File: src/sv/pcd_pkg.sv
// ----------------------------------------------------------------------------
// pcd_pkg - shared types and constants
// Sequencer states, fixed-point constants and register indexes for the
// positional/incremental PID controller.
// ----------------------------------------------------------------------------
package pcd_pkg;

    typedef enum logic [4:0] {
        ST_IDLE,
        ST_FFCHK,
        ST_FF1W,
        ST_DIVW,
        ST_FF2W,
        ST_FF3W,
        ST_PW,
        ST_IW,
        ST_IPW,
        ST_IIW,
        ST_D,
        ST_KW,
        ST_T1W,
        ST_T2W,
        ST_T3W,
        ST_DW,
        ST_SUM1,
        ST_SUM2,
        ST_SUM3,
        ST_OUT
    } t_state;

    typedef logic [2:0] t_reg_idx;
    typedef logic [1:0] t_opt;

    // register indexes
    localparam t_reg_idx REG_MODE     = 3'd0;
    localparam t_reg_idx REG_GAIN_P   = 3'd1;
    localparam t_reg_idx REG_GAIN_I   = 3'd2;
    localparam t_reg_idx REG_GAIN_D   = 3'd3;
    localparam t_reg_idx REG_LIMITS   = 3'd4;
    localparam t_reg_idx REG_GAIN_FF  = 3'd5;
    localparam t_reg_idx REG_FF_KNEE  = 3'd6;
    localparam t_reg_idx REG_FF_LIMIT = 3'd7;

    // derivative / integral options (mode bits 2:1)
    localparam t_opt OPT_PLAIN = 2'd0;
    localparam t_opt OPT_FILT  = 2'd1;
    localparam t_opt OPT_SEP   = 2'd2;
    localparam t_opt OPT_FORCE = 2'd3;

    // Q16.16 constants
    localparam logic signed [31:0] K_A   = 32'sd52429;  // 0.8
    localparam logic signed [31:0] K_OMA = 32'sd13107;  // 0.2
    localparam logic signed [31:0] K_SEP = 32'sd6554;   // 0.10
    localparam logic [32:0]        Q_ONE = 33'd65536;   // 1.0

    localparam int MUL_STEPS = 32;
    localparam int DIV_STEPS = 48;

endpackage

File: src/sv/pcd_if.sv
// ----------------------------------------------------------------------------
// pcd_if - valid/ready channels
// Input channel (command, set point, measurement) and output channel (drive).
// ----------------------------------------------------------------------------
interface pcd_in_if;
    logic               valid;
    logic               ready;
    logic               cmd;
    logic signed [31:0] target_value;
    logic signed [31:0] measured_value;

    modport source (output valid, output cmd, output target_value,
                    output measured_value, input ready);
    modport sink   (input valid, input cmd, input target_value,
                    input measured_value, output ready);
endinterface

interface pcd_out_if;
    logic               valid;
    logic               ready;
    logic signed [31:0] drive_out;

    modport source (output valid, output drive_out, input ready);
    modport sink   (input valid, input drive_out, output ready);
endinterface

File: src/sv/pcd_mul.sv
// ----------------------------------------------------------------------------
// pcd_mul - bit-serial Q16.16 multiplier
// Shift-add over the 32 bits of the coefficient magnitude, one bit a cycle,
// then truncation toward zero by 16 bits and saturation to DATA_WIDTH.
// ----------------------------------------------------------------------------
module pcd_mul import pcd_pkg::*; #(
    parameter int DATA_WIDTH = 32
) (
    input  logic                          i_clk,
    input  logic                          i_rst_n,
    input  logic                          i_start,
    input  logic signed [((DATA_WIDTH > 32) ? DATA_WIDTH : 32)-1:0] i_a,
    input  logic signed [31:0]            i_c,
    output logic                          o_done,
    output logic signed [DATA_WIDTH-1:0]  o_res
);
    localparam int AW = (DATA_WIDTH > 32) ? DATA_WIDTH : 32;
    localparam int PW = AW + 32;
    localparam int CNTW = $clog2(MUL_STEPS);
    localparam logic [AW+15:0] MAG_POS =
        {{(AW + 17 - DATA_WIDTH){1'b0}}, {(DATA_WIDTH - 1){1'b1}}};
    localparam logic [AW+15:0] MAG_NEG = MAG_POS + 1'b1;

    logic                  r_busy, r_fin, r_done, r_neg;
    logic [CNTW-1:0]       r_cnt;
    logic [AW-1:0]         r_ua;
    logic [PW-1:0]         r_acc;
    logic signed [DATA_WIDTH-1:0] r_res;

    logic [AW-1:0]         w_ua;
    logic [31:0]           w_uc;
    logic [AW:0]           w_sum;
    logic [AW+15:0]        w_m;
    logic signed [DATA_WIDTH-1:0] w_sat;

    assign w_ua  = i_a[AW-1] ? (~i_a + 1'b1) : i_a;
    assign w_uc  = i_c[31]   ? (~i_c + 1'b1) : i_c;
    assign w_sum = {1'b0, r_acc[PW-1:32]} + (r_acc[0] ? {1'b0, r_ua} : {(AW+1){1'b0}});
    assign w_m   = r_acc[PW-1:16];

    always_comb begin
        if (r_neg) begin
            w_sat = (w_m >= MAG_NEG) ? {1'b1, {(DATA_WIDTH-1){1'b0}}}
                                     : -$signed(w_m[DATA_WIDTH-1:0]);
        end else begin
            w_sat = (w_m > MAG_POS) ? {1'b0, {(DATA_WIDTH-1){1'b1}}}
                                    : $signed(w_m[DATA_WIDTH-1:0]);
        end
    end

    always_ff @(posedge i_clk) begin
        if (!i_rst_n) begin
            r_busy <= 1'b0;
            r_fin  <= 1'b0;
            r_done <= 1'b0;
        end else begin
            r_done <= 1'b0;
            if (i_start) begin
                r_busy <= 1'b1;
                r_cnt  <= '0;
                r_ua   <= w_ua;
                r_acc  <= {{AW{1'b0}}, w_uc};
                r_neg  <= i_a[AW-1] ^ i_c[31];
            end else if (r_busy) begin
                r_acc <= {w_sum, r_acc[31:1]};
                r_cnt <= r_cnt + 1'b1;
                if (r_cnt == CNTW'(MUL_STEPS - 1)) begin
                    r_busy <= 1'b0;
                    r_fin  <= 1'b1;
                end
            end else if (r_fin) begin
                r_fin  <= 1'b0;
                r_done <= 1'b1;
                r_res  <= w_sat;
            end
        end
    end

    assign o_done = r_done;
    assign o_res  = r_res;

    a_no_restart: assert property (@(posedge i_clk) disable iff (!i_rst_n)
        i_start |-> !r_busy && !r_fin)
        else $error("multiplier restarted while busy");

    a_busy_fin_excl: assert property (@(posedge i_clk) disable iff (!i_rst_n)
        !(r_busy && r_fin))
        else $error("multiplier busy and finishing at once");

    a_done_pulse: assert property (@(posedge i_clk) disable iff (!i_rst_n)
        r_done |=> !r_done)
        else $error("multiplier done held longer than one cycle");

endmodule

File: src/sv/pid_controller_pos_delta.sv
// ----------------------------------------------------------------------------
// pid_controller_pos_delta - positional / incremental PID controller
// Q16.16 PID with incomplete-derivative filter, integral separation and a
// speed-dependent feedforward, built around one bit-serial multiplier.
// ----------------------------------------------------------------------------
// Sequencing: a clear transaction goes from idle to the output state. A
//   control step runs 3 to 8 multiplies in turn on the serial multiplier,
//   the feedforward divide when it runs, then three summing states and the output state.
// Throughput: one transaction at a time; the input is ready only while idle.
// Reset (i_rst_n low, synchronous): config, history and control state zeroed.
// ----------------------------------------------------------------------------
module pid_controller_pos_delta import pcd_pkg::*; #(
    parameter int DATA_WIDTH = 32
) (
    input  logic        i_clk,
    input  logic        i_rst_n,
    pcd_in_if.sink      i_in,
    pcd_out_if.source   o_out,
    input  logic        i_cfg_we,
    input  logic [2:0]  i_cfg_idx,
    input  logic [63:0] i_cfg_data
);
    localparam int W   = DATA_WIDTH;
    localparam int AW  = (W > 32) ? W : 32;           // multiplier operand
    localparam int XW  = ((W > 33) ? W : 33) + 2;     // headroom for sums
    localparam int DCW = $clog2(DIV_STEPS);

    localparam logic signed [XW-1:0] V_MAX = XW'({1'b0, {(W-1){1'b1}}});
    localparam logic signed [XW-1:0] V_MIN = ~V_MAX;
    localparam logic signed [XW-1:0] D_MAX = XW'(33'sh0_7FFF_FFFF);
    localparam logic signed [XW-1:0] D_MIN = ~D_MAX;

    // ---------------- saturating helpers ----------------
    function automatic logic signed [W-1:0] sat_w(input logic signed [XW-1:0] v);
        if (v > V_MAX) return V_MAX[W-1:0];
        if (v < V_MIN) return V_MIN[W-1:0];
        return v[W-1:0];
    endfunction

    function automatic logic signed [W-1:0] add_s(input logic signed [W-1:0] a,
                                                  input logic signed [W-1:0] b);
        return sat_w(XW'(a) + XW'(b));
    endfunction

    function automatic logic signed [W-1:0] sub_s(input logic signed [W-1:0] a,
                                                  input logic signed [W-1:0] b);
        return sat_w(XW'(a) - XW'(b));
    endfunction

    // clamp to +/- m, m an unsigned magnitude
    function automatic logic signed [W-1:0] clamp_m(input logic signed [W-1:0] v,
                                                    input logic [31:0] m);
        logic signed [XW-1:0] ve;
        logic signed [XW-1:0] me;
        ve = XW'(v);
        me = XW'({1'b0, m});
        if (ve > me)  return me[W-1:0];
        if (ve < -me) return W'(-me);
        return v;
    endfunction

    // ---------------- configuration ----------------
    logic [2:0]         r_mode;
    logic signed [31:0] r_gp, r_gi, r_gd, r_gff, r_knee;
    logic [31:0]        r_lim_i, r_lim_o;
    logic [30:0]        r_ffl;

    // ---------------- controller state ----------------
    logic signed [W-1:0] r_eh0, r_eh1, r_eh2;   // error history
    logic signed [W-1:0] r_dh0, r_dh1;          // difference history
    logic signed [W-1:0] r_int, r_prevd, r_ff, r_outr;

    // working registers
    logic signed [31:0]  r_set;
    logic signed [W-1:0] r_p;    // P, then running sum
    logic signed [W-1:0] r_acc;  // derivative term being built
    logic signed [W-1:0] r_k;    // gain_d * 0.2
    t_state              r_state, n_state;
    logic                r_ovalid;
    logic signed [31:0]  r_drive;

    // divider
    logic [33:0]    r_rem;
    logic [47:0]    r_dq;
    logic [32:0]    r_dden;
    logic [DCW-1:0] r_dcnt;
    logic           r_dbusy, r_ddone;
    logic [33:0]    w_rem_sh;
    logic           w_ge;

    // multiplier hookup
    logic                 mul_start, mul_done, div_start;
    logic signed [AW-1:0] mul_a;
    logic signed [31:0]   mul_c;
    logic signed [W-1:0]  mul_res;

    logic        w_acc, w_filt, w_sep, w_free;
    t_opt        w_opt;
    logic [31:0] w_as, w_ak;
    logic signed [XW-1:0] w_oe;
    logic signed [31:0]   w_drive;

    pcd_mul #(.DATA_WIDTH(DATA_WIDTH)) u_mul (
        .i_clk   (i_clk),
        .i_rst_n (i_rst_n),
        .i_start (mul_start),
        .i_a     (mul_a),
        .i_c     (mul_c),
        .o_done  (mul_done),
        .o_res   (mul_res)
    );

    assign w_acc  = i_in.valid && i_in.ready;
    assign w_opt  = r_mode[2:1];
    // the filter runs on option 1, and also on option 3 in incremental form
    assign w_filt = r_mode[0] ? (w_opt == OPT_FILT || w_opt == OPT_FORCE)
                              : (w_opt == OPT_FILT);
    // integral separation (incremental mode): drop I when |e0| exceeds 0.10
    assign w_sep  = (w_opt == OPT_SEP) &&
                    (XW'(r_eh0) > XW'(K_SEP) || XW'(r_eh0) < -XW'(K_SEP));
    assign w_as   = r_set[31]  ? (~r_set + 1'b1)  : r_set;
    assign w_ak   = r_knee[31] ? (~r_knee + 1'b1) : r_knee;
    assign w_free = !r_ovalid || o_out.ready;

    // output saturates to 32 bits when DATA_WIDTH is wider
    assign w_oe    = XW'(r_outr);
    assign w_drive = (w_oe > D_MAX) ? D_MAX[31:0] :
                     (w_oe < D_MIN) ? D_MIN[31:0] : w_oe[31:0];

    // restoring divide, one quotient bit a cycle
    assign w_rem_sh = {r_rem[32:0], r_dq[47]};
    assign w_ge     = w_rem_sh >= {1'b0, r_dden};

    assign i_in.ready      = (r_state == ST_IDLE);
    assign o_out.valid     = r_ovalid;
    assign o_out.drive_out = r_drive;

    // ---------------- sequencer: next state and unit launches ----------------
    always_comb begin
        n_state   = r_state;
        mul_start = 1'b0;
        mul_a     = '0;
        mul_c     = '0;
        div_start = 1'b0;
        case (r_state)
            ST_IDLE: begin
                if (w_acc) n_state = i_in.cmd ? ST_OUT : ST_FFCHK;
            end
            ST_FFCHK: begin
                mul_a = AW'(r_eh0);
                mul_c = r_gp;
                if (r_mode[0]) begin
                    mul_start = 1'b1;
                    mul_a     = AW'(sub_s(r_eh0, r_eh1));
                    n_state   = ST_IPW;
                end else if (w_as > w_ak) begin
                    mul_start = 1'b1;
                    mul_a     = AW'(r_set);
                    mul_c     = r_gff;
                    n_state   = ST_FF1W;
                end else if (r_knee != '0) begin
                    div_start = 1'b1;
                    n_state   = ST_DIVW;
                end else begin
                    mul_start = 1'b1;
                    n_state   = ST_PW;
                end
            end
            ST_FF1W, ST_FF3W: begin
                if (mul_done) begin
                    mul_start = 1'b1;
                    mul_a     = AW'(r_eh0);
                    mul_c     = r_gp;
                    n_state   = ST_PW;
                end
            end
            ST_DIVW: begin
                if (r_ddone) begin
                    mul_start = 1'b1;
                    mul_a     = AW'({1'b0, r_dq[16:0]});
                    mul_c     = r_gff;
                    n_state   = ST_FF2W;
                end
            end
            ST_FF2W: begin
                if (mul_done) begin
                    mul_start = 1'b1;
                    mul_a     = AW'(mul_res);
                    mul_c     = r_set;
                    n_state   = ST_FF3W;
                end
            end
            ST_PW, ST_IPW: begin
                if (mul_done) begin
                    mul_start = 1'b1;
                    mul_a     = AW'(r_eh0);
                    mul_c     = r_gi;
                    n_state   = (r_state == ST_PW) ? ST_IW : ST_IIW;
                end
            end
            ST_IW, ST_IIW: begin
                if (mul_done) n_state = ST_D;
            end
            ST_D: begin
                mul_start = 1'b1;
                if (w_filt) begin
                    mul_a   = AW'(r_gd);
                    mul_c   = K_OMA;
                    n_state = ST_KW;
                end else begin
                    mul_a   = AW'(r_dh0);
                    mul_c   = r_gd;
                    n_state = ST_DW;
                end
            end
            ST_KW: begin
                if (mul_done) begin
                    mul_start = 1'b1;
                    mul_a     = AW'(r_dh0);
                    mul_c     = 32'(mul_res);
                    n_state   = ST_T1W;
                end
            end
            ST_T1W: begin
                if (mul_done) begin
                    mul_start = 1'b1;
                    mul_a     = AW'(r_prevd);
                    mul_c     = K_A;
                    n_state   = ST_T2W;
                end
            end
            ST_T2W: begin
                if (mul_done) begin
                    mul_start = 1'b1;
                    mul_a     = AW'(r_dh1);
                    mul_c     = 32'(r_k);
                    n_state   = ST_T3W;
                end
            end
            ST_T3W, ST_DW: begin
                if (mul_done) n_state = ST_SUM1;
            end
            ST_SUM1: n_state = ST_SUM2;
            ST_SUM2: n_state = ST_SUM3;
            ST_SUM3: n_state = ST_OUT;
            ST_OUT: begin
                if (w_free) n_state = ST_IDLE;
            end
            default: n_state = ST_IDLE;
        endcase
    end

    always_ff @(posedge i_clk) begin
        if (!i_rst_n) r_state <= ST_IDLE;
        else          r_state <= n_state;
    end

    // ---------------- configuration writes ----------------
    always_ff @(posedge i_clk) begin
        if (!i_rst_n) begin
            r_mode  <= '0;
            r_gp    <= '0;
            r_gi    <= '0;
            r_gd    <= '0;
            r_gff   <= '0;
            r_knee  <= '0;
            r_lim_i <= '0;
            r_lim_o <= '0;
            r_ffl   <= '0;
        end else if (i_cfg_we) begin
            case (i_cfg_idx)
                REG_MODE:     r_mode  <= i_cfg_data[2:0];
                REG_GAIN_P:   r_gp    <= i_cfg_data[31:0];
                REG_GAIN_I:   r_gi    <= i_cfg_data[31:0];
                REG_GAIN_D:   r_gd    <= i_cfg_data[31:0];
                REG_LIMITS: begin
                    r_lim_i <= i_cfg_data[63:32];
                    r_lim_o <= i_cfg_data[31:0];
                end
                REG_GAIN_FF:  r_gff   <= i_cfg_data[31:0];
                REG_FF_KNEE:  r_knee  <= i_cfg_data[31:0];
                REG_FF_LIMIT: r_ffl   <= i_cfg_data[30:0];
                default: ;
            endcase
        end
    end

    // ---------------- feedforward divider ----------------
    always_ff @(posedge i_clk) begin
        if (!i_rst_n) begin
            r_dbusy <= 1'b0;
            r_ddone <= 1'b0;
        end else begin
            r_ddone <= 1'b0;
            if (div_start) begin
                r_dbusy <= 1'b1;
                r_dcnt  <= '0;
                r_rem   <= '0;
                r_dq    <= {w_as, 16'h0000};
                r_dden  <= {1'b0, w_ak} + Q_ONE;
            end else if (r_dbusy) begin
                r_rem  <= w_ge ? (w_rem_sh - {1'b0, r_dden}) : w_rem_sh;
                r_dq   <= {r_dq[46:0], w_ge};
                r_dcnt <= r_dcnt + 1'b1;
                if (r_dcnt == DCW'(DIV_STEPS - 1)) begin
                    r_dbusy <= 1'b0;
                    r_ddone <= 1'b1;
                end
            end
        end
    end

    // ---------------- datapath updates ----------------
    always_ff @(posedge i_clk) begin
        if (!i_rst_n) begin
            r_eh0    <= '0;
            r_eh1    <= '0;
            r_eh2    <= '0;
            r_dh0    <= '0;
            r_dh1    <= '0;
            r_int    <= '0;
            r_prevd  <= '0;
            r_ff     <= '0;
            r_outr   <= '0;
            r_ovalid <= 1'b0;
        end else begin
            // drop valid once taken, unless a new result loads this cycle
            if (o_out.ready && !(r_state == ST_OUT && w_free)) r_ovalid <= 1'b0;
            case (r_state)
                ST_IDLE: begin
                    if (w_acc) begin
                        if (i_in.cmd) begin
                            // clear: feedforward term survives
                            r_eh0   <= '0;
                            r_eh1   <= '0;
                            r_eh2   <= '0;
                            r_dh0   <= '0;
                            r_dh1   <= '0;
                            r_int   <= '0;
                            r_prevd <= '0;
                            r_outr  <= '0;
                        end else begin
                            r_eh2 <= r_eh1;
                            r_eh1 <= r_eh0;
                            r_eh0 <= sat_w(XW'(i_in.target_value)
                                           - XW'(i_in.measured_value));
                            r_set <= i_in.target_value;
                        end
                    end
                end
                ST_FF1W: if (mul_done) r_ff <= clamp_m(mul_res, {1'b0, r_ffl});
                ST_FF3W: if (mul_done) r_ff <= mul_res;
                ST_PW, ST_IPW: if (mul_done) r_p <= mul_res;
                ST_IW: begin
                    if (mul_done) begin
                        r_int <= clamp_m(add_s(r_int, mul_res), r_lim_i);
                        r_dh1 <= r_dh0;
                        r_dh0 <= sub_s(r_eh0, r_eh1);
                    end
                end
                ST_IIW: begin
                    if (mul_done) begin
                        r_int <= w_sep ? '0 : mul_res;
                        r_dh1 <= r_dh0;
                        // second difference e0 - 2e1 + e2
                        r_dh0 <= add_s(sub_s(r_eh0, sat_w(XW'(r_eh1) <<< 1)), r_eh2);
                    end
                end
                ST_KW:  if (mul_done) r_k   <= mul_res;
                ST_T1W: if (mul_done) r_acc <= mul_res;
                ST_T2W: if (mul_done) r_acc <= add_s(r_acc, mul_res);
                ST_T3W: if (mul_done) r_acc <= sub_s(r_acc, mul_res);
                ST_DW:  if (mul_done) r_acc <= mul_res;
                ST_SUM1: begin
                    r_prevd <= r_acc;
                    r_p     <= r_mode[0] ? add_s(r_outr, r_p) : add_s(r_p, r_int);
                end
                ST_SUM2: begin
                    r_p <= r_mode[0] ? add_s(r_p, r_int) : add_s(r_p, r_acc);
                end
                ST_SUM3: begin
                    r_outr <= clamp_m(r_mode[0] ? sub_s(r_p, r_acc) : add_s(r_p, r_ff),
                                      r_lim_o);
                end
                ST_OUT: begin
                    if (w_free) begin
                        r_drive  <= w_drive;
                        r_ovalid <= 1'b1;
                    end
                end
                default: ;
            endcase
        end
    end

    // ---------------- checks ----------------
    a_clear_zero: assert property (@(posedge i_clk) disable iff (!i_rst_n)
        (w_acc && i_in.cmd) |=> (r_outr == '0) && (r_state == ST_OUT))
        else $error("clear transaction did not zero the output");

    a_out_load: assert property (@(posedge i_clk) disable iff (!i_rst_n)
        (r_state == ST_OUT && w_free) |=> o_out.valid && (r_state == ST_IDLE))
        else $error("result not presented after sequence end");

    a_mul_busy: assert property (@(posedge i_clk) disable iff (!i_rst_n)
        mul_done |-> (r_state != ST_IDLE))
        else $error("multiplier finished with no step in flight");

endmodule

File: src/flat_wrapper.sv
// flat-port wrapper written by rule: the top's interface ports become plain ports
module pid_controller_pos_delta_flat import pcd_pkg::*;
#(
    parameter int DATA_WIDTH = 32
)
  (i_clk, i_rst_n, i_cfg_we, i_cfg_idx, i_cfg_data, i_in_valid, i_in_cmd, i_in_target_value, i_in_measured_value, i_in_ready, o_out_valid, o_out_drive_out, o_out_ready);
  pcd_in_if i_in_i ();
  pcd_out_if o_out_i ();
  input  logic i_clk;
  input  logic i_rst_n;
  input  logic i_cfg_we;
  input  logic [2:0] i_cfg_idx;
  input  logic [63:0] i_cfg_data;
  input wire logic [$bits(i_in_i.valid)-1:0] i_in_valid;
  input wire logic [$bits(i_in_i.cmd)-1:0] i_in_cmd;
  input wire logic [$bits(i_in_i.target_value)-1:0] i_in_target_value;
  input wire logic [$bits(i_in_i.measured_value)-1:0] i_in_measured_value;
  output wire logic [$bits(i_in_i.ready)-1:0] i_in_ready;
  output wire logic [$bits(o_out_i.valid)-1:0] o_out_valid;
  output wire logic [$bits(o_out_i.drive_out)-1:0] o_out_drive_out;
  input wire logic [$bits(o_out_i.ready)-1:0] o_out_ready;
  assign i_in_i.valid = i_in_valid;
  assign i_in_i.cmd = i_in_cmd;
  assign i_in_i.target_value = i_in_target_value;
  assign i_in_i.measured_value = i_in_measured_value;
  assign i_in_ready = i_in_i.ready;
  assign o_out_valid = o_out_i.valid;
  assign o_out_drive_out = o_out_i.drive_out;
  assign o_out_i.ready = o_out_ready;
  pid_controller_pos_delta #(.DATA_WIDTH(DATA_WIDTH)) u_core (.i_clk(i_clk), .i_rst_n(i_rst_n), .i_in(i_in_i), .o_out(o_out_i), .i_cfg_we(i_cfg_we), .i_cfg_idx(i_cfg_idx), .i_cfg_data(i_cfg_data));
endmodule
File: config.mk
export PLATFORM = sky130hd
export DESIGN_NAME = pid_controller_pos_delta_flat
export DESIGN_NICKNAME = d
export VERILOG_FILES = /design/src/sv/pcd_pkg.sv /design/src/sv/pcd_if.sv /design/src/sv/pcd_mul.sv /design/src/sv/pid_controller_pos_delta.sv /design/src/flat_wrapper.sv
export SDC_FILE = /design/constraint.sdc
export NUM_CORES = 2
export LEC_CHECK = 0
export ABC_AREA = 0
export BUFFER_PORTS_ARGS = -buffer_cell sky130_fd_sc_hd__buf_2
export CORE_ASPECT_RATIO = 0.7
export CORE_MARGIN = 4
export CORE_UTILIZATION = 40
export DETAILED_ROUTE_END_ITERATION = 10
export HOLD_SLACK_MARGIN = 0.06
export PLACE_DENSITY = 0.54
export SLEW_MARGIN = 20
export SYNTH_ARGS = -nofsm -noshare
export SYNTH_HDL_FRONTEND = slang
export SYNTH_HIERARCHICAL = 1
export SYNTH_SLANG_ARGS = --single-unit
File: constraint.sdc
create_clock -name i_clk -period 9.2 [get_ports i_clk]
set_input_delay 1.84 -clock i_clk [delete_from_list [all_inputs] [get_ports i_clk]]
set_output_delay 1.84 -clock i_clk [all_outputs]
set_load 0.05 [all_outputs]
# Word-level counts from Yosys, hierarchy flattened
# Index checks and enable logic that the tools add are counted.
# totals
register_bits	971
latch_bits	0
ramBits	0
mem_bits_ro	0
memories	0
# classes
addsub	25
mul	0
div	0
order_cmp	40
n_eq_ne	50
n_shift	0
muxes	330
bitwise	10
n_reduce_logical	56
# op_table
cell	n
$mux W32	124
$gt A35 B32 Y1 const B	12
$lt A35 B32 Y1 const B	12
$pmux W32 S3	4
$pmux W32 S9	1
$add A32 B32 Y33	8
$pmux W32 S2	4
$pmux W32 S8	1
$mux W1	167
$sub A32 B32 Y33	5
$add A32 B1 Y32 const B	4
$not A32 Y32	4
$lt A32 B35 Y1	3
$mux W48	2
$pmux W5 S16	1
$mux W5	15
$neg A32 Y35	2
$gt A32 B33 Y1	2
$mux W33	2
$gt A32 B32 Y1	2
$mux W64	1
$ge A48 B32 Y1 const B	1
$gt A48 B31 Y1 const B	1
$eq A5 B4 Y1 const B	8
other kinds (51)	125

# Logic depth before layout (Yosys ltp)
# logic_depth
depth_word	43
ltp_mapped	32
mapped_depth_nobuf	29

# Cells and area by module
# The synthesis kept the hierarchy.
# modules_own_cells
mod	instances	cells_per_inst	area_each_um2	seq_area_each_um2
pid_controller_pos_delta	1	8782	69304.0	19498.7
pcd_mul	1	897	8886.0	4083.9

# Worst setup path before layout
# Ideal clock, no wire load.
# synth_path
path_type	flip-flop to flip-flop
from	register u_core.r_knee[10]
to	register u_core.r_dcnt[0] (enable)
arrival_ns	8.473
setup_slack_ns	0.194
stages_incl_launch_ff	20
n_path_buf	3
synth_period_minus_slack_ns	9.006
cell_sequence	dfxtp_1 or4_1 or3_1 or3_1 clkbuf_1 or4_1 o31ai_1 xor2_1 ha_1 o21ai_0 a21oi_1 o21a_1 o21ai_0 a22o_1 clkbuf_1 nand2_1 nor2_2 clkbuf_1 nor2_1 nor2_1
# synth_between
elab_chain_len	9
word_cells_on_any_way	11
classes_between	1 x add/sub; 1 x order compare; 5 x mux; 1 x bitwise; 3 x reduce/logical
# synth_rtl
element	line	text
start: declaration	pid_controller_pos_delta.sv:64	logic signed [31:0] r_gp, r_gi, r_gd, r_gff, r_knee;
start signal: assignment	pid_controller_pos_delta.sv:281	REG_FF_KNEE: r_knee <= i_cfg_data[31:0];
$not A32 Y32	pid_controller_pos_delta.sv:122	assign w_ak = r_knee[31] ? (~r_knee + 1'b1) : r_knee;
$add A32 B1 Y32	pid_controller_pos_delta.sv:122	
$mux W32	pid_controller_pos_delta.sv:122	
$gt A32 B32 Y1	pid_controller_pos_delta.sv:156	end else if (w_as > w_ak) begin
$mux W1 *	pid_controller_pos_delta.sv:156	
$mux W1 *	pid_controller_pos_delta.sv:152	if (r_mode[0]) begin
$mux W1 *	pid_controller_pos_delta.sv:145	case (r_state)
$reduce_bool A2 Y1 (no line) *	-	
$reduce_and A2 Y1 (no line) *	-	
end signal: assignment	pid_controller_pos_delta.sv:304	r_dcnt <= r_dcnt + 1'b1;
end: declaration	pid_controller_pos_delta.sv:86	logic [DCW-1:0] r_dcnt;
# Every way passes the cells marked *; elsewhere a longest branch is shown, timed or not.
# A chain may end at the register's enable or synchronous reset.

# Worst setup path in the final report
# layout_path
from	register u_core.r_eh1[30]
to	register u_core.r_dh0[29]
# layout_between
elab_chain_len	34
word_cells_on_any_way	68
classes_between	3 x add/sub; 8 x order compare; 57 x mux
# layout_rtl
element	line	text
start: declaration	pid_controller_pos_delta.sv:69	logic signed [W-1:0] r_eh0, r_eh1, r_eh2;
start signal: assignment	pid_controller_pos_delta.sv:344	r_eh1 <= r_eh0;
$lt A33 B32 Y1	pid_controller_pos_delta.sv:36	if (v < V_MIN) return V_MIN[W-1:0];
$mux W1 (2 in a row)	pid_controller_pos_delta.sv:36	
$mux W1	pid_controller_pos_delta.sv:362	if (mul_done) begin
$mux W1	pid_controller_pos_delta.sv:329	case (r_state)
$mux W1	pid_controller_pos_delta.sv:315	if (!i_rst_n) begin
$mux W32	pid_controller_pos_delta.sv:37	return v[W-1:0];
$mux W32	pid_controller_pos_delta.sv:36	
$mux W32	pid_controller_pos_delta.sv:362	
[... 16 more ...]	-	
$mux W1 (2 in a row)	pid_controller_pos_delta.sv:36	
$mux W1	pid_controller_pos_delta.sv:362	
$mux W1	pid_controller_pos_delta.sv:329	
$mux W1	pid_controller_pos_delta.sv:315	
$mux W32	pid_controller_pos_delta.sv:37	
$mux W32	pid_controller_pos_delta.sv:36	
$mux W32	pid_controller_pos_delta.sv:362	
$pmux W32 S3 *	pid_controller_pos_delta.sv:329	
end signal: assignment	pid_controller_pos_delta.sv:358	r_dh0 <= sub_s(r_eh0, r_eh1);
end signal: assignment	pid_controller_pos_delta.sv:366	r_dh0 <= add_s(sub_s(r_eh0, sat_w(XW'(r_eh1) <<< 1)), r_eh2);
end: declaration	pid_controller_pos_delta.sv:70	logic signed [W-1:0] r_dh0, r_dh1;
# Every way passes the cells marked *; elsewhere a longest branch is shown, timed or not. The select of a mux whose other input is x is not followed.

==> reports/metrics.yaml <==
status:
  status: "finished clean"
die:
  io_pins: 171
  fp.dieArea_um2: 202700
  fp.dieW_um: 536.4
  rows: 135
  fp.coreArea_um2: 193900
  die_h_um: 377.9
  start_util: 0.4032
pwr:
  leakagePower_uw: 0.03358
  p_per_area_nw_per_um2: 260.0
  peakVddDrop_uv: 280.1
critical_path:
  cp-end-kind: "register"
  r2r_start: "u_core/r_eh1[30]"
  cp.arrival_ns: 9.14
  path_buf_inv: 3
  max_stage_delay_ns: 0.47
  rrSetupSlack_ns: 0.68
  worst_ep_required_time_ns: 9.82
  cp_max_fo: 28
  path_common_cell: "o22ai_1"
  crit_family: "compound AO/OA/AOI/OAI gates"
  cp-start-kind: "register"
  reg2reg_to: "u_core/r_dh0[29]"
  ff2ff_path_depth: 29
  criticalPathCategory: "reg2reg"
  worst_path_max_delay_cell: "a211oi_1"
placed_design:
  portBuffers: 170
  post-place-ws_ns: 0.8580
  placed_area_um2: 82250
  gp_congestion: 1.006
  hpwl_um: 281200
finish:
  syn_to_final_growth_pct: 10.16
  design_area_um2: 86140
  drive_above_1_share: 0.07775
  fin_nets: 10470
min_path:
  holdCritStartpoint: "u_core/r_dh1[30]"
  hold_class: "reg2reg"
  worst_hold_path.endpoint: "u_core/r_dh1[30]"
  holdPathStages: 2
synthesis:
  yosysUniqueCellTypes: 112
  synth_area_um2: 78190
  synth_area_per_cell_um2: 8.078
  ys_seq_area_frac: 0.3016
  synth_flop_cell: "dfxtp_1"
  synthTopCellsByCount: "1296 x nand2_1, 969 x a21oi_1, 692 x ha_1"
  synthCells: 9679
  async_reset_ff_frac: 0
  synth_edf_count: 414
  synthTopCellsByArea: "edfxtp_1 16%, dfxtp_1 14%, ha_1 11%, nand2_1 6.2%, a21oi_1 6.2%"
  ys_warn_count: 6
  synth_largest_area_cell: "edfxtp_1"
  synth_fp_nets: 10520
  synth_seq_cells: 971
  synth_top_area_share: 0.1590
  yosysMostFrequentCell: "nand2_1"
global_routing:
  grt_pass1_wl_um: 516200
  grt_overflow_total: 0
  antenna_found_initial: 20
  track_usage: 0.3451
  grt_pass1_vias: 70620
  grt_max_degree: 118
drt:
  wirelength_um: 366700
  route.vias.total: 79680
  ant_nets: 0
  drt_iter0_drc: 12050
  drc_errors: 0
  dr.pass1.iters: 9
  wl_per_cell_um: 29.73
  via_per_inst: 6.460
sta:
  worst_pin_slew_ns: 1.360
  drv_slew: 0
  relSlewSlack: 0.07890
  finalCritPeriodShare: 0.9260
  setup_tns_ns: 0
  rsz0062_at_grt: "no"
  setup_viol: 0
  timing.final.ws_setup_ns: 0.6812
  hold_ws_ns: 0.4529
  period_needed_ns: 8.519
  hold_viol_final: 0
  fin_skew_ns: 0.05108
  fmax_ghz: 0.1174
cts:
  tritoncts: "done"
  path_clk_slew_ns: 0.06
  clock-sinks: 971
  post-cts-setup-buffer-count: 0
  cts_root_buffer: "clkbuf_16"
  holdBufCountCts: 0
  htree_levels: 3
  ctsResizeCount: 0
  clk_latency_ns: 0.78
  cts_buffer_depth: 3
  numCtsBuffers: 110
job:
  cap_violations: 0
-- through the flow --
step	total power, µW	std cells	util
finish	22390	12330	0.4442
detailed placement	17120	12120	0.4241
floorplan	12920	9679	-
CTS	21920	12330	0.4437
global route	23350	12330	0.4441
global placement	17100	12120	0.4239
-- worst max-delay path by stage --
stage	start	endpoint	slack, ns	depth (start not counted)
4_1_cts	u_core/r_eh1[30]	u_core/r_dh0[29]	0.83	29
3_5_place_dp	u_core/r_eh1[30]	u_core/r_dh0[29]	0.86	29
3_3_place_gp	u_core/r_eh1[30]	u_core/r_dh0[12]	0.78	30
2_1_floorplan	u_core/r_knee[10]	u_core/r_dcnt[0]	0.19	19
5_1_grt	u_core/r_eh1[30]	u_core/r_dh0[29]	0.28	30
6_report	u_core/r_eh1[30]	u_core/r_dh0[29]	0.68	29
-- state kept, by name, summed over array words and instances (netlist names), 33 cells and up --
register,flops
u_core/r_dden,33
u_core/r_dq,48
u_core/r_rem,33
u_core/u_mul/r_acc,64
-- metal layers --
metal	vias to the layer above	track usage	wire length [µm]
met5	-	0.002871	80
met4	4	0.1064	13070
met3	556	0.1208	52160
met2	4814	0.4299	131600
met1	38780	0.5352	169800
li1	35530	-	-
-- placed cells by master, fill, tap and decap left out, types with 35 or more instances in the layout --
cell type / count
buf_4: 219
a31oi_1: 115
maj3_1: 56
inv_1: 461
nor3_1: 176
and3_1: 50
o21ai_1: 68
dfxtp_1: 555
nand3_1: 240
a21oi_1: 964
a22o_1: 73
o221ai_1: 35
xnor2_1: 420
nand2_1: 1293
o31ai_1: 76
a21o_1: 216
and2_1: 94
nor2b_1: 86
a22oi_1: 215
nor4_1: 70
o21bai_1: 65
nand4_1: 105
a221oi_1: 66
a222oi_1: 59
nand2b_1: 78
o21a_1: 87
clkbuf_16: 117
ha_1: 692
mux2i_1: 101
o21ai_0: 511
o41ai_1: 39
xor2_1: 162
edfxtp_1: 414
a211oi_1: 78
o211ai_1: 113
nor2_1: 603
or3_1: 57
buf_2: 169
-- final cells by class --
| type | count | area, µm² |
|---|---|---|
| Antenna cell | 7 | 17.52 |
| Inverter | 468 | 1764 |
| Fill cell | 19400 | 107800 |
| Tap cell | 2603 | 3257 |
| Multi-Input combinational cell | 7682 | 51110 |
| Timing Repair Buffer | 394 | 2605 |
| Clock buffer | 142 | 3112 |
| Sequential cell | 971 | 23590 |
| Clock inverter | 67 | 683.2 |
-- report_power, final --
part	internal (µW)	total, µW	switching (µW)
Sequential	5030	5590	562
Combinational	3930	12000	8100
Clock	2640	4770	2130
-- worst min-delay path, stage by stage, from the launching register on --
cell and delay (ns):
dfxtp_1 0.31, nand2_1 0.05, a21oi_1 0.05
-- cells by family after synthesis --
group           after synthesis  synth area share
other cells                   1        0.00004796
simple gates               3028            0.1774
xor+xnor                    582           0.06519
buf+inv                    1026           0.04988
flops                       971            0.3016
compound gates             3154            0.2637
fa+ha+maj                   762            0.1215
mux                         155           0.02071
(Power assumes the default switching activity.)
